==> src/sv/ssf_pkg.sv <==
// ----------------------------------------------------------------------------
// ssf_pkg
// Shared widths, codes, types and helpers for the searchable sortable fifo.
// ----------------------------------------------------------------------------
package ssf_pkg;

  localparam int DEPTH  = 16;
  localparam int AW     = (DEPTH > 1) ? $clog2(DEPTH) : 1;
  localparam int CW     = $clog2(DEPTH + 1);
  localparam int DATA_W = 32;
  localparam int ACT_W  = 3;
  localparam int POS_W  = 5;
  localparam int CAP_W  = 5;
  localparam int ST_W   = 2;
  localparam int LW     = (CW > CAP_W) ? CW : CAP_W;

  localparam logic [CAP_W-1:0] CAP_RESET = CAP_W'(16);

  localparam logic [ACT_W-1:0] ACT_ENQ    = 3'd0;
  localparam logic [ACT_W-1:0] ACT_DEQ    = 3'd1;
  localparam logic [ACT_W-1:0] ACT_SEARCH = 3'd2;
  localparam logic [ACT_W-1:0] ACT_UPDATE = 3'd3;
  localparam logic [ACT_W-1:0] ACT_SORT   = 3'd4;

  localparam logic [ST_W-1:0] STS_OK     = 2'd0;
  localparam logic [ST_W-1:0] STS_EMPTY  = 2'd1;
  localparam logic [ST_W-1:0] STS_FULL   = 2'd2;
  localparam logic [ST_W-1:0] STS_BADPOS = 2'd3;

  typedef enum logic [2:0] {
    ST_IDLE,
    ST_DEQ,
    ST_SEARCH,
    ST_SORT_FIRST,
    ST_SORT_STEP,
    ST_SORT_END
  } state_e;

  typedef struct packed {
    logic              we;
    logic [AW-1:0]     waddr;
    logic [DATA_W-1:0] wdata;
    logic [AW-1:0]     raddr;
  } mem_req_t;

  // ring slot of a position counted from the head
  function automatic logic [AW-1:0] slot(input logic [AW-1:0] base,
                                         input logic [AW-1:0] off);
    logic [AW:0] s;
    s = {1'b0, base} + {1'b0, off};
    if (s >= (AW+1)'(DEPTH)) s = s - (AW+1)'(DEPTH);
    return s[AW-1:0];
  endfunction

endpackage

==> src/sv/ssf_ram.sv <==
// ----------------------------------------------------------------------------
// ssf_ram
// Generic simple dual-port RAM, one write port, one registered read port.
// ----------------------------------------------------------------------------
module ssf_ram #(
  parameter int WIDTH = 32,
  parameter int DEPTH = 16
) (
  input  logic                                        clk_i,
  input  logic                                        we_i,
  input  logic [((DEPTH > 1) ? $clog2(DEPTH) : 1)-1:0] waddr_i,
  input  logic [WIDTH-1:0]                            wdata_i,
  input  logic [((DEPTH > 1) ? $clog2(DEPTH) : 1)-1:0] raddr_i,
  output logic [WIDTH-1:0]                            rdata_o
);

  logic [WIDTH-1:0] mem_q [DEPTH];
  logic [WIDTH-1:0] rdata_q;

  always_ff @(posedge clk_i) begin
    if (we_i) begin
      mem_q[waddr_i] <= wdata_i;
    end
    rdata_q <= mem_q[raddr_i];
  end

  assign rdata_o = rdata_q;

endmodule

==> src/sv/ssf_ctrl.sv <==
// ----------------------------------------------------------------------------
// ssf_ctrl
// Sequencer for the ring: pointers, occupancy, search walk, bubble sort
// passes over the entry RAM, and the result register.
// ----------------------------------------------------------------------------
module ssf_ctrl import ssf_pkg::*; (
  input  logic              clk_i,
  input  logic              rst_ni,
  input  logic              start,
  output logic              busy,
  input  logic [ACT_W-1:0]  action_i,
  input  logic [DATA_W-1:0] value_i,
  input  logic [POS_W-1:0]  position_i,
  input  logic [CAP_W-1:0]  capacity_i,
  output mem_req_t          mem_o,
  input  logic [DATA_W-1:0] rdata_i,
  output logic              done_o,
  output logic [DATA_W-1:0] data_out_o,
  output logic              found_o,
  output logic [POS_W-1:0]  found_position_o,
  output logic [ST_W-1:0]   status_o,
  output logic [POS_W-1:0]  occupancy_o
);

  state_e            state_q, state_d;
  logic [AW-1:0]     head_q, head_d;
  logic [CW-1:0]     count_q, count_d;
  logic [AW-1:0]     idx_q, idx_d;
  logic [AW-1:0]     last_q, last_d;
  logic [DATA_W-1:0] carry_q, carry_d;
  logic [DATA_W-1:0] key_q, key_d;
  logic              done_q, done_d;
  logic [DATA_W-1:0] data_q, data_d;
  logic              found_q, found_d;
  logic [POS_W-1:0]  fpos_q, fpos_d;
  logic [ST_W-1:0]   status_q, status_d;

  logic [LW-1:0] limit;
  logic [LW-1:0] cap_ext;
  logic [CW-1:0] idx_next;

  always_comb begin
    cap_ext = LW'(capacity_i);
    limit   = (cap_ext > LW'(DEPTH)) ? LW'(DEPTH) : cap_ext;
  end

  assign idx_next = CW'(idx_q) + CW'(1);

  always_ff @(posedge clk_i or negedge rst_ni) begin
    if (!rst_ni) begin
      state_q <= ST_IDLE;
      head_q  <= '0;
      count_q <= '0;
      done_q  <= 1'b0;
    end else begin
      state_q <= state_d;
      head_q  <= head_d;
      count_q <= count_d;
      done_q  <= done_d;
    end
  end

  always_ff @(posedge clk_i) begin
    idx_q    <= idx_d;
    last_q   <= last_d;
    carry_q  <= carry_d;
    key_q    <= key_d;
    data_q   <= data_d;
    found_q  <= found_d;
    fpos_q   <= fpos_d;
    status_q <= status_d;
  end

  always_comb begin
    state_d  = state_q;
    head_d   = head_q;
    count_d  = count_q;
    idx_d    = idx_q;
    last_d   = last_q;
    carry_d  = carry_q;
    key_d    = key_q;
    done_d   = 1'b0;
    data_d   = data_q;
    found_d  = found_q;
    fpos_d   = fpos_q;
    status_d = status_q;
    mem_o    = '0;

    unique case (state_q)
      ST_IDLE: begin
        if (start) begin
          done_d   = 1'b1;
          data_d   = '0;
          found_d  = 1'b0;
          fpos_d   = '0;
          status_d = STS_OK;
          case (action_i)
            ACT_ENQ: begin
              if (LW'(count_q) >= limit) begin
                status_d = STS_FULL;
              end else begin
                mem_o.we    = 1'b1;
                mem_o.waddr = slot(head_q, count_q[AW-1:0]);
                mem_o.wdata = value_i;
                count_d     = count_q + CW'(1);
              end
            end
            ACT_DEQ: begin
              if (count_q == '0) begin
                status_d = STS_EMPTY;
              end else begin
                done_d      = 1'b0;
                mem_o.raddr = head_q;
                state_d     = ST_DEQ;
              end
            end
            ACT_SEARCH: begin
              if (count_q == '0) begin
                status_d = STS_EMPTY;
              end else begin
                done_d      = 1'b0;
                mem_o.raddr = head_q;
                idx_d       = '0;
                key_d       = value_i;
                state_d     = ST_SEARCH;
              end
            end
            ACT_UPDATE: begin
              if (count_q == '0) begin
                status_d = STS_EMPTY;
              end else if (position_i == '0 || LW'(position_i) > LW'(count_q)) begin
                status_d = STS_BADPOS;
              end else begin
                mem_o.we    = 1'b1;
                mem_o.waddr = slot(head_q, AW'(position_i - POS_W'(1)));
                mem_o.wdata = value_i;
              end
            end
            ACT_SORT: begin
              if (count_q == '0) begin
                status_d = STS_EMPTY;
              end else if (count_q != CW'(1)) begin
                done_d      = 1'b0;
                mem_o.raddr = head_q;
                idx_d       = AW'(1);
                last_d      = AW'(count_q - CW'(1));
                state_d     = ST_SORT_FIRST;
              end
            end
            default: begin
            end
          endcase
        end
      end

      ST_DEQ: begin
        done_d   = 1'b1;
        data_d   = rdata_i;
        status_d = STS_OK;
        head_d   = slot(head_q, AW'(1));
        count_d  = count_q - CW'(1);
        state_d  = ST_IDLE;
      end

      ST_SEARCH: begin
        if (rdata_i == key_q) begin
          done_d   = 1'b1;
          found_d  = 1'b1;
          fpos_d   = POS_W'(idx_next);
          status_d = STS_OK;
          state_d  = ST_IDLE;
        end else if (idx_next == count_q) begin
          done_d   = 1'b1;
          status_d = STS_OK;
          state_d  = ST_IDLE;
        end else begin
          mem_o.raddr = slot(head_q, idx_next[AW-1:0]);
          idx_d       = idx_next[AW-1:0];
        end
      end

      ST_SORT_FIRST: begin
        carry_d     = rdata_i;
        mem_o.raddr = slot(head_q, idx_q);
        state_d     = ST_SORT_STEP;
      end

      // carry holds the largest seen so far in this pass
      ST_SORT_STEP: begin
        mem_o.we    = 1'b1;
        mem_o.waddr = slot(head_q, idx_q - AW'(1));
        if ($signed(carry_q) > $signed(rdata_i)) begin
          mem_o.wdata = rdata_i;
        end else begin
          mem_o.wdata = carry_q;
          carry_d     = rdata_i;
        end
        if (idx_q == last_q) begin
          state_d = ST_SORT_END;
        end else begin
          mem_o.raddr = slot(head_q, idx_next[AW-1:0]);
          idx_d       = idx_next[AW-1:0];
        end
      end

      ST_SORT_END: begin
        mem_o.we    = 1'b1;
        mem_o.waddr = slot(head_q, last_q);
        mem_o.wdata = carry_q;
        if (last_q == AW'(1)) begin
          done_d   = 1'b1;
          data_d   = '0;
          found_d  = 1'b0;
          fpos_d   = '0;
          status_d = STS_OK;
          state_d  = ST_IDLE;
        end else begin
          last_d      = last_q - AW'(1);
          mem_o.raddr = head_q;
          idx_d       = AW'(1);
          state_d     = ST_SORT_FIRST;
        end
      end

      default: begin
        state_d = ST_IDLE;
      end
    endcase
  end

  assign busy             = (state_q != ST_IDLE);
  assign done_o           = done_q;
  assign data_out_o       = data_q;
  assign found_o          = found_q;
  assign found_position_o = fpos_q;
  assign status_o         = status_q;
  assign occupancy_o      = POS_W'(count_q);

endmodule

==> src/sv/searchable_sortable_fifo.sv <==
// ----------------------------------------------------------------------------
// searchable_sortable_fifo
// Ring FIFO of Q16.16 values with enqueue, dequeue, search, update and sort.
//
//   channel | signals                                   | handshake
//   --------+-------------------------------------------+------------------
//   command | action_i value_i position_i               | start & !busy
//   result  | data_out_o found_o found_position_o       | done_o, one cycle
//           | status_o occupancy_o                      |
//   config  | cfg_data_i (capacity)                     | cfg_valid_i & cfg_ready_o
//
// enqueue, update, refused and empty commands: result the cycle after start
// dequeue: one entry RAM read, whose data is registered into data_out_o
// search: walks the entries from the head, stopping at the first match or after the last entry
// sort: bubble passes over the entry RAM
// reset clears state, pointers, occupancy and done_o and sets capacity to 16; the result side is never stalled
// ----------------------------------------------------------------------------
module searchable_sortable_fifo import ssf_pkg::*; (
  input  logic              clk_i,
  input  logic              rst_ni,
  input  logic              start,
  output logic              busy,
  input  logic [ACT_W-1:0]  action_i,
  input  logic [DATA_W-1:0] value_i,
  input  logic [POS_W-1:0]  position_i,
  output logic              done_o,
  output logic [DATA_W-1:0] data_out_o,
  output logic              found_o,
  output logic [POS_W-1:0]  found_position_o,
  output logic [ST_W-1:0]   status_o,
  output logic [POS_W-1:0]  occupancy_o,
  input  logic              cfg_valid_i,
  output logic              cfg_ready_o,
  input  logic [CAP_W-1:0]  cfg_data_i
);

  logic [CAP_W-1:0]  cap_q;
  mem_req_t          mem_req;
  logic [DATA_W-1:0] rdata;

  assign cfg_ready_o = 1'b1;

  always_ff @(posedge clk_i or negedge rst_ni) begin
    if (!rst_ni) begin
      cap_q <= CAP_RESET;
    end else if (cfg_valid_i) begin
      cap_q <= cfg_data_i;
    end
  end

  ssf_ctrl u_ctrl (
    .clk_i            (clk_i),
    .rst_ni           (rst_ni),
    .start            (start),
    .busy             (busy),
    .action_i         (action_i),
    .value_i          (value_i),
    .position_i       (position_i),
    .capacity_i       (cap_q),
    .mem_o            (mem_req),
    .rdata_i          (rdata),
    .done_o           (done_o),
    .data_out_o       (data_out_o),
    .found_o          (found_o),
    .found_position_o (found_position_o),
    .status_o         (status_o),
    .occupancy_o      (occupancy_o)
  );

  ssf_ram #(
    .WIDTH (DATA_W),
    .DEPTH (DEPTH)
  ) u_ram (
    .clk_i   (clk_i),
    .we_i    (mem_req.we),
    .waddr_i (mem_req.waddr),
    .wdata_i (mem_req.wdata),
    .raddr_i (mem_req.raddr),
    .rdata_o (rdata)
  );

endmodule
==> config.mk <==
export PLATFORM = sky130hd
export DESIGN_NAME = searchable_sortable_fifo
export DESIGN_NICKNAME = d
export VERILOG_FILES = /design/src/sv/ssf_pkg.sv /design/src/sv/ssf_ram.sv /design/src/sv/ssf_ctrl.sv /design/src/sv/searchable_sortable_fifo.sv
export SDC_FILE = /design/constraint.sdc
export NUM_CORES = 1
export LEC_CHECK = 0
export BUFFER_PORTS_ARGS = -buffer_cell sky130_fd_sc_hd__buf_2
export CORE_ASPECT_RATIO = 2
export CORE_MARGIN = 1
export CORE_UTILIZATION = 30
export DETAILED_ROUTE_END_ITERATION = 10
export GPL_TIMING_DRIVEN = 0
export PLACE_DENSITY = 0.47
export SYNTH_ARGS = -nofsm -noshare
export SYNTH_HDL_FRONTEND = slang
export SYNTH_SLANG_ARGS = --single-unit
==> constraint.sdc <==
create_clock -name clk_i -period 4.9 [get_ports clk_i]
set_clock_uncertainty 0.05 [all_clocks]
set_input_delay 0.735 -clock clk_i [delete_from_list [all_inputs] [get_ports clk_i]]
set_output_delay 0.735 -clock clk_i [all_outputs]
set_load 0.01 [all_outputs]
==> results of run 1 <==
[worst max-delay path by stage]
stage / startpoint / endpoint / slack [ps] / cells past startpoint
after floorplan: u_ctrl.occupancy_o[0] / u_ram.mem_q[12][0] / -560 / 12
after global placement: u_ctrl.occupancy_o[0] / u_ram.mem_q[14][23] / -4530 / 12
after detailed placement: u_ctrl.occupancy_o[0] / u_ram.mem_q[11][24] / -910 / 13
after CTS: u_ram.rdata_o[9] / u_ram.mem_q[13][25] / 2 / 12
after global routing: u_ram.rdata_o[9] / u_ram.mem_q[14][9] / 5 / 12
final: u_ram.rdata_o[24] / u_ram.rdata_o[9] / 130 / 10
[sequential cells by signal (all words and copies together) (netlist names)]
register and flops:
u_ctrl.head_q 4, u_ctrl.carry_q 32, u_ctrl.found_o 1, u_ram.mem_q 512
u_ram.rdata_o 32, u_ctrl.state_q 3, u_ctrl.done_o 1, u_ctrl.key_q 32
u_ctrl.idx_q 4, u_ctrl.occupancy_o 5, u_ctrl.status_o 2, u_ctrl.data_out_o 32
u_ctrl.last_q 4, u_ctrl.found_position_o 5, cap_q 5
[through the flow]
step	setup TNS [ps]	hold slack (ps)	instances
6_report	0	249	3237
5_1_grt	0	224	3236
4_1_cts	0	206	3233
3_5_place_dp	-187750	449	3104
3_3_place_gp	-1852990	440	3068
2_1_floorplan	-35890	389	1767
[final cells by class]
cell class	instances	area share, %
inverters	57	0.638
clock inverters	29	0.855
clock buffers	76	4.56
flip-flops and latches	674	59.2
multi-input cells	957	24.2
diodes	2	0.0149
repair buffers	155	4.70
plain buffers	80	1.35
well taps	1207	4.51
[report_power, final]
part | switching [W] | total, W | internal, W
Combinational | 0.00704 | 0.0115 | 0.00446
Sequential | 0.000500 | 0.00811 | 0.00761
Clock | 0.00210 | 0.00456 | 0.00246
[routing by layer]
| metal | vias up | GRT usage, % | part of all wire [%] |
|---|---|---|---|
| met5 | - | 0 | 0.056 |
| met4 | 8 | 10.3 | 6.1 |
| met3 | 177 | 2.20 | 3.4 |
| met2 | 395 | 35.5 | 58 |
| met1 | 8258 | 16.1 | 33 |
| li1 | 7323 | - | - |
[cells by family (layout without fill, tap and decap cells)]
| family | Yosys count | in the layout |
|---|---|---|
| AO/OA/AOI/OAI | 308 | 308 |
| XOR/XNOR | 72 | 72 |
| adder cells (fa/ha/maj) | 71 | 71 |
| buffers and inverters | 137 | 397 |
| flip-flops | 674 | 674 |
| multiplexers | 264 | 264 |
| other | 1 | 3 |
| AND/OR/NAND/NOR | 240 | 241 |
[worst reg2reg max path, delay by kind of cell, from the launching register on]
family	cells	cell delay (ps)
flops	1	410
buf+inv	1	660
xor+xnor	1	370
simple gates	4	1720
compound gates	4	1520
[cell usage after synthesis, drive strengths merged (3+ instances only)]
library cell / count
xnor2: 26
nor2b: 7
a31oi: 3
nand3: 7
or2: 5
nand4: 11
ha: 66
a22oi: 3
nor4: 11
o22ai: 99
and3: 4
inv: 57
mux2: 67
a21o: 54
nand3b: 4
xor2: 44
a221o: 31
o21a: 6
and2: 5
o21bai: 3
or3: 35
nand2: 42
o221ai: 4
nor2: 72
a211o: 3
buf: 40
fa: 5
dfrtp: 17
a21oi: 31
nor3: 22
nand2b: 6
a22o: 33
clkbuf: 40
a2111oi: 3
o21ai: 15
mux2i: 197
dfxtp: 32
edfxtp: 624
[cell usage in the layout, fill, tap and decap left out, drive strengths merged, types with 4 or more instances in the layout]
master,instances
dfxtp,32
nand2b,6
buf,194
xor2,44
and3,4
o22ai,99
o21ai,15
or3,35
clkinv,20
fa,5
or2,5
a221o,31
mux2,67
edfxtp,624
nor4,11
nor2b,7
inv,60
bufinv,5
nor3,22
dfrtp,17
a22o,33
clkbuf,116
nand3,7
ha,66
a21oi,31
o21a,6
mux2i,197
o221ai,4
nand3b,4
xnor2,26
nor2,73
a21o,54
nand4,11
and2,5
nand2,42
[repair_timing]
item / CTS / global route
buffers inserted: 22 / 2
setup endpoints to repair: 866 / 483
hold buffers: 1 / 0
endpoints found under the hold margin: 6 / 0
cloned: 1 / 0
resized for setup: 12 / 5
pin swaps: 13 / 1
==> reports/results.ini, run 1 <==
[setup_path]
r2r_slack_ps = 130
r2r-end = u_ram.rdata_o[9]
cp.required_ps = 5420
crit_path_top_delay_cell = clkbuf_1
critPathMaxFanout = 10
reg2reg_from = u_ram.rdata_o[24]
cp_top_family = simple AND/OR/NAND/NOR gates
r2r_cells = 10
startpoint_type = register
cp_num_buf_inv = 1
crit_path_end_kind = register
crit_chain = xor2_1 -> nor4_2 -> nand4_1 -> o21ai_2 -> o21ai_1 -> a21o_1 -> nor2_1 -> clkbuf_1 -> a221o_1 -> or3_1
cp.arrival_ps = 5290
max_stage_delay_ps = 650
worstSetupPathType = reg2reg

[yosys]
synthCells = 1767
synth_seq_cells = 674
synthMuxAreaShare_pct = 9.62
synth_top_family_by_area = multiplexers
async_reset_ff_share_pct = 2.67
synth-edff-count = 624
synth_nets = 1887
synth_fa_ha_area_share_pct = 3.26
synth-compound-area-share_pct = 8.14
synthTopCellsByArea = edfxtp_1, mux2i_1, ha_1
yosysWarnings = 0
synth_top_area_share_pct = 66.0
synth_area_um2 = 28400
synthSimpleGateAreaFrac_pct = 4.41
synth-xor-area-share_pct = 2.32
synth_flop_cell = edfxtp_1
synth_cell_types = 82
synth.avg_cell_area_um2 = 16.1
synth_largest_area_cell = edfxtp_1
yosysSeqAreaShare_pct = 69.9

[drt]
final_antenna_net_count = 0
drt-initial-drc-count = 947
detail_route.wl_per_cell_um = 26.1
route.detailed.drc = 0
vias = 16200
first_pass_iters = 5
finalWirelength_um = 84600
viasPerCell = 4.99

[placed_design]
place.gp.congestion = 0.870
dpl_cell_area_um2 = 31300
hpwl_um = 64100
io_buffers = 94
dpl_worst_slack_ps = -911

[grt]
grt_pass1_vias = 17300
antenna_found_initial = 6
grt_max_degree = 24
grt_use_total_pct = 17.6
grt_pass1_wl_um = 119000
grt_overflow = 0

[clock_tree]
numCtsBuffers = 56
worstSkewPairLatency_ps = 630
cts_tree = done
root_buffer = clkbuf_16
clockBufferDepth = 3
cts.sinks = 674
path_clk_slew_ps = 70
htreeDepth = 2

[floorplan]
die-area_um2 = 95900
fp.dieH_um = 437
start_util_pct = 30.3
ios = 97
core_area_um2 = 93700
dieWidth_um = 219
rows = 159

[timing]
slew_headroom_pct = 22.9
worst_slew_pin_slew_ps = 1150
fin_crit_sh_pct = 97.4
rsz0062_at_grt = no
max_clock_freq_ghz = 0.209
drv_slew = 0
setup_violations = 0
hold_viol_final = 0
period_minus_slack_ps = 4770
fin_ws_ps = 125

[final_layout]
drive_gt1_share_pct = 18.5
stdcell_area_um2 = 33500
fill_cells = 8837
multi_input_area_um2 = 8120
layout.nets = 2101
postLayoutCoreUtil_pct = 35.8
area_growth_pct = 18.1
regArea_um2 = 19800

[run]
drv_cap = 0

[hold_path]
hp-start = value_i[10]
hold_end = u_ctrl.key_q[10]
hp-class = in2reg
min_path_cells = 1

[power_and_ir_drop]
pwr_density_cell_nw_per_um2 = 721
power.total_w = 0.0242
vdd_drop_max_v = 0.000445
leakage_nw = 12.2

[run_status]
status = completed

Note: power is estimated with default switching activity, not from simulation.
==> inputs of run 2 (changes only) <==
PLACE_DENSITY = default   (was 0.47)
PLACE_DENSITY_LB_ADDON = 0.1   (was default)
==> reports/results.ini, run 2 (synthesized netlist as in run 1, its figures left out) <==
[timing]
rsz0062_at_grt = no
fin_hold_ws_ps = 232
setup_violations = 0
max_clock_freq_ghz = 0.209
fin_crit_sh_pct = 97.5
drv_slew = 0
worst_slew_pin_slew_ps = 1120
slew_headroom_pct = 25.0
period_minus_slack_ps = 4780
hold_viol_final = 0

[drt]
first_pass_iters = 7
m1WireLength_um = 32500
viasPerCell = 5.00
route.met3.wl_um = 2970
detail_route.wl_per_cell_um = 28.5
drt-initial-drc-count = 1155
vias = 16200
final_antenna_net_count = 0
wl_met2_um = 53300
finalWirelength_um = 92400
highest_layer = met4
route.detailed.drc = 0

[final_layout]
layout_common_cells = edfxtp_1, mux2i_1, buf_2
largest_register_ffs = 512
drive_gt1_share_pct = 18.8
top_register = u_ram.mem_q
area_growth_pct = 18.4
layout.nets = 2103
fin_cells = 3240
final_common_cell = edfxtp_1

[clock_tree]
clockBufferDepth = 3
cts.sinks = 674
path_clk_slew_ps = 70
worstSkewPairLatency_ps = 660
htreeDepth = 2
cts_tree = done
numCtsBuffers = 59
root_buffer = clkbuf_16

[floorplan]
core_area_um2 = 93700
die-area_um2 = 95900
ios = 97
start_util_pct = 30.3
rows = 159
dieWidth_um = 219
fp.dieH_um = 437

[setup_path]
cp.required_ps = 5390
crit_path_end_kind = register
cp.arrival_ps = 5260
startpoint_type = register
worstSetupPathType = reg2reg
critPathMaxFanout = 10

[grt]
antenna_found_initial = 2
grt_use_total_pct = 19.3
grt_overflow = 0
grt_pass1_wl_um = 128000
grt_max_degree = 22
grt_pass1_vias = 17100

[power_and_ir_drop]
vdd_drop_max_v = 0.000451
pwr_density_cell_nw_per_um2 = 737
leakage_nw = 12.3
power.total_w = 0.0248

[run]
drv_cap = 0

[placed_design]
place.gp.congestion = 0.869
hpwl_um = 68500
io_buffers = 94
placedCellCount = 3113

[run_status]
status = completed

[hold_path]
hp-class = in2reg

-- run 2: cell types whose count changed in the layout (fill, tap and decap cells not counted), sizes merged, moves of 2 or more --
cell      change
clkbuf        +6
clkinv        -5
bufinv        +2
clkinvlp      +3
-- run 2: routing by layer --
metal / vias up / global-route usage [%]
li1: 7324 / -
met1: 8378 / 19.7
met2: 373 / 38.7
met3: 127 / 2.05
met4: 0 / 7.47
met5: - / 0
-- run 2: critical path, stage by stage, from the launching register on --
cell and delay, ps:
dfxtp_1 500, xor2_1 330, nor4_2 490, nand4_1 410, o21ai_2 480, o21ai_1 270
a21o_1 340, nand2_1 400, clkbuf_1 740, o22ai_1 250, or3_1 390
-- run 2: final timing paths --
check / start / to / slack [ps] / depth (start not counted)
worst max-delay path: u_ram.rdata_o[24] / u_ram.rdata_o[25] / 120 / 10
worst min-delay path: value_i[27] / u_ctrl.key_q[27] / 230 / 1
worst max register to register: u_ram.rdata_o[24] / u_ram.rdata_o[25] / 120 / 10
worst min register to register: u_ram.rdata_o[30] / u_ctrl.carry_q[30] / 460 / 0
max in group asynchronous: rst_ni / u_ctrl.occupancy_o[0] / 3860 / 2
min in group asynchronous: rst_ni / u_ctrl.state_q[2] / 530 / 2
-- run 2: what timing repair did --
item | CTS | global route
endpoints found under the hold margin | 1 | 0
buffers inserted | 15 | 0
gates resized for setup | 15 | 0
hold buffers | 1 | 0
setup endpoints to repair | 655 | 0
-- run 2: report_power, final --
part / internal (W) / switching, W
Combinational: 0.00448 / 0.00727
Clock: 0.00267 / 0.00218
Sequential: 0.00761 / 0.000537
-- run 2: metrics by stage --
step	setup TNS (ps)	util [%]	setup slack (ps)	area (um2)
final	0	35.9	122	33600
after global routing	0	35.9	47.6	33600
after CTS	0	35.9	65.5	33600
after detailed placement	-129780	33.6	-868	31400
after global placement	-1945560	32.4	-5120	30400
after floorplan	-35890	-	-561	28400
-- run 2: final cells by class --
| type | instances | area (um2) |
|---|---|---|
| Tap cell | 1207 | 1510 |
| Clock inverter | 28 | 338 |
| Fill cell | 8854 | 60100 |
| Timing Repair Buffer | 155 | 1570 |
| Clock buffer | 82 | 1610 |
| Antenna cell | 1 | 2.50 |
| Buffer | 80 | 460 |
| Multi-Input combinational cell | 956 | 8070 |
| Sequential cell | 674 | 19800 |
| Inverter | 57 | 214 |
==> inputs of run 3 (changes only) <==
clock period = 3.9 ns   (was 4.9 ns; I/O delays follow)
==> reports/results.ini, run 3 (synthesized netlist as in run 1, its figures left out) <==
[grt]
antenna_found_initial = 1
grt_use_total_pct = 19.9
grt_overflow = 0
grt_max_degree = 22
grt_pass1_vias = 17700
grt_pass1_wl_um = 132000

[setup_path]
crit_path_top_delay_cell = dfxtp_1
critPathMaxFanout = 16
cp_top_family = compound AO/OA/AOI/OAI gates
worstSetupPathType = reg2reg
cp_num_buf_inv = 4
crit_chain = inv_1 -> ha_1 -> nand4_1 -> nor2_4 -> nand3_4 -> a21oi_4 -> a2111oi_4 -> buf_4 -> and2_1 -> o41a_1 -> buf_12 -> clkbuf_4 -> a21o_2
cp.required_ps = 4200
startpoint_type = register
cp.arrival_ps = 4190
max_stage_delay_ps = 420
crit_path_end_kind = register

[floorplan]
fp.dieH_um = 437
dieWidth_um = 219
core_area_um2 = 93700
rows = 159
ios = 97
start_util_pct = 30.3
die-area_um2 = 95900

[run_status]
status = completed

[timing]
hold_viol_final = 0
max_clock_freq_ghz = 0.257
fin_crit_sh_pct = 99.7
period_minus_slack_ps = 3890
worst_slew_pin_slew_ps = 1060
drv_slew = 0
slew_headroom_pct = 28.7
rsz0062_at_grt = yes
setup_violations = 0

[final_layout]
layout.nets = 2145
regArea_um2 = 19800
layout_common_cells = edfxtp_1, mux2i_1, buf_2
drive_gt1_share_pct = 26.2
largest_register_ffs = 512
top_register = u_ram.mem_q
fill_cells = 8730
multi_input_area_um2 = 8620
stdcell_area_um2 = 35000
diodes = 0
area_growth_pct = 23.4
final_common_cell = edfxtp_1

[drt]
drt-initial-drc-count = 1042
detail_route.wl_per_cell_um = 29.0
vias = 16600
route.detailed.drc = 0
final_antenna_net_count = 0
finalWirelength_um = 95200
viasPerCell = 5.05
first_pass_iters = 4

[power_and_ir_drop]
leakage_nw = 12.7
pwr_density_cell_nw_per_um2 = 945
power.total_w = 0.0331
vdd_drop_max_v = 0.000552

[clock_tree]
cts.sinks = 674
worstSkewPairLatency_ps = 660
htreeDepth = 2
root_buffer = clkbuf_16
cts_tree = done
clockBufferDepth = 3
numCtsBuffers = 60
path_clk_slew_ps = 70

[hold_path]
hp-class = in2reg

[placed_design]
place.gp.congestion = 0.834
dpl_cell_area_um2 = 31500
io_buffers = 94
hpwl_um = 69100

[run]
drv_cap = 0

## run 3: cell count changes in the layout (fill, tap and decap cells not counted), moves of 7 or more
| cell | before | now |
|---|---|---|
| clkbuf_4 | 0 | 13 |
| buf_4 | 32 | 63 |
| clkbuf_2 | 10 | 3 |
| a21o_4 | 0 | 21 |
| nand2_2 | 0 | 9 |
| clkbuf_8 | 5 | 13 |
| nand2_1 | 42 | 30 |
| clkbuf_1 | 48 | 27 |
| a21o_2 | 0 | 12 |
| buf_12 | 12 | 27 |
| a21o_1 | 54 | 21 |
## run 3: worst paths after layout
| kind | start | end | slack [ps] | cells after the start |
|---|---|---|---|---|
| setup / recovery | u_ram.rdata_o[11] | u_ram.mem_q[15][5] | 10 | 13 |
| hold / removal | value_i[31] | u_ctrl.key_q[31] | 70 | 1 |
| setup reg to reg | u_ram.rdata_o[11] | u_ram.mem_q[15][5] | 10 | 13 |
| hold reg to reg | u_ram.rdata_o[9] | u_ctrl.carry_q[9] | 430 | 0 |
| max in group asynchronous | rst_ni | u_ctrl.occupancy_o[0] | 2980 | 2 |
| min in group asynchronous | rst_ni | cap_q[0] | 400 | 2 |
## run 3: layout make-up
cell class	count	area share [%]
multi-input combinational	956	24.6
clock buffer	82	4.70
buffer	79	2.13
clock inverter	32	1.13
tap	1207	4.31
timing repair buffer	197	5.82
sequential	674	56.6
inverter	57	0.654
## run 3: stage by stage
stage | TNS (ps) | utilization [%] | hold slack [ps] | std cells | setup slack [ps]
2_1_floorplan | -24380 | - | 239 | 1767 | -133
3_3_place_gp | -2485370 | 32.6 | 434 | 3068 | -2750
3_5_place_dp | -1407640 | 33.6 | 445 | 3109 | -1740
4_1_cts | -671 | 37.1 | 16.6 | 3278 | -94.7
5_1_grt | -2410 | 37.4 | 45.1 | 3284 | -43.6
6_report | 0 | 37.4 | 71.0 | 3284 | 12.0
## run 3: layer usage
layer  vias to the layer above  GRT usage, %  routed length (um)  part of all wire, %
met1                      8531          20.1               33200                   35
met4                         2          10.4                5440                  5.7
li1                       7410             -                   -                    -
met2                       454          38.9               53200                   56
met3                       181          2.40                3330                  3.5
met5                         -             0                  11                0.012
## run 3: timing repair
| item | CTS | global route |
|---|---|---|
| endpoints found under the setup margin | 1088 | 699 |
| hold buffers | 1 | 0 |
| setup buffers | 55 | 7 |
| cloned | 1 | 0 |
| pin swaps | 39 | 11 |
| gates resized for setup | 185 | 62 |
| endpoints found under the hold margin | 17 | 0 |
## run 3: report_power, final
part	switching (W)	total [W]	internal (W)
registers	0.000614	0.0102	0.00956
clock network	0.00277	0.00632	0.00355
logic	0.00978	0.0166	0.00683
total	0.0132	0.0331	0.0199
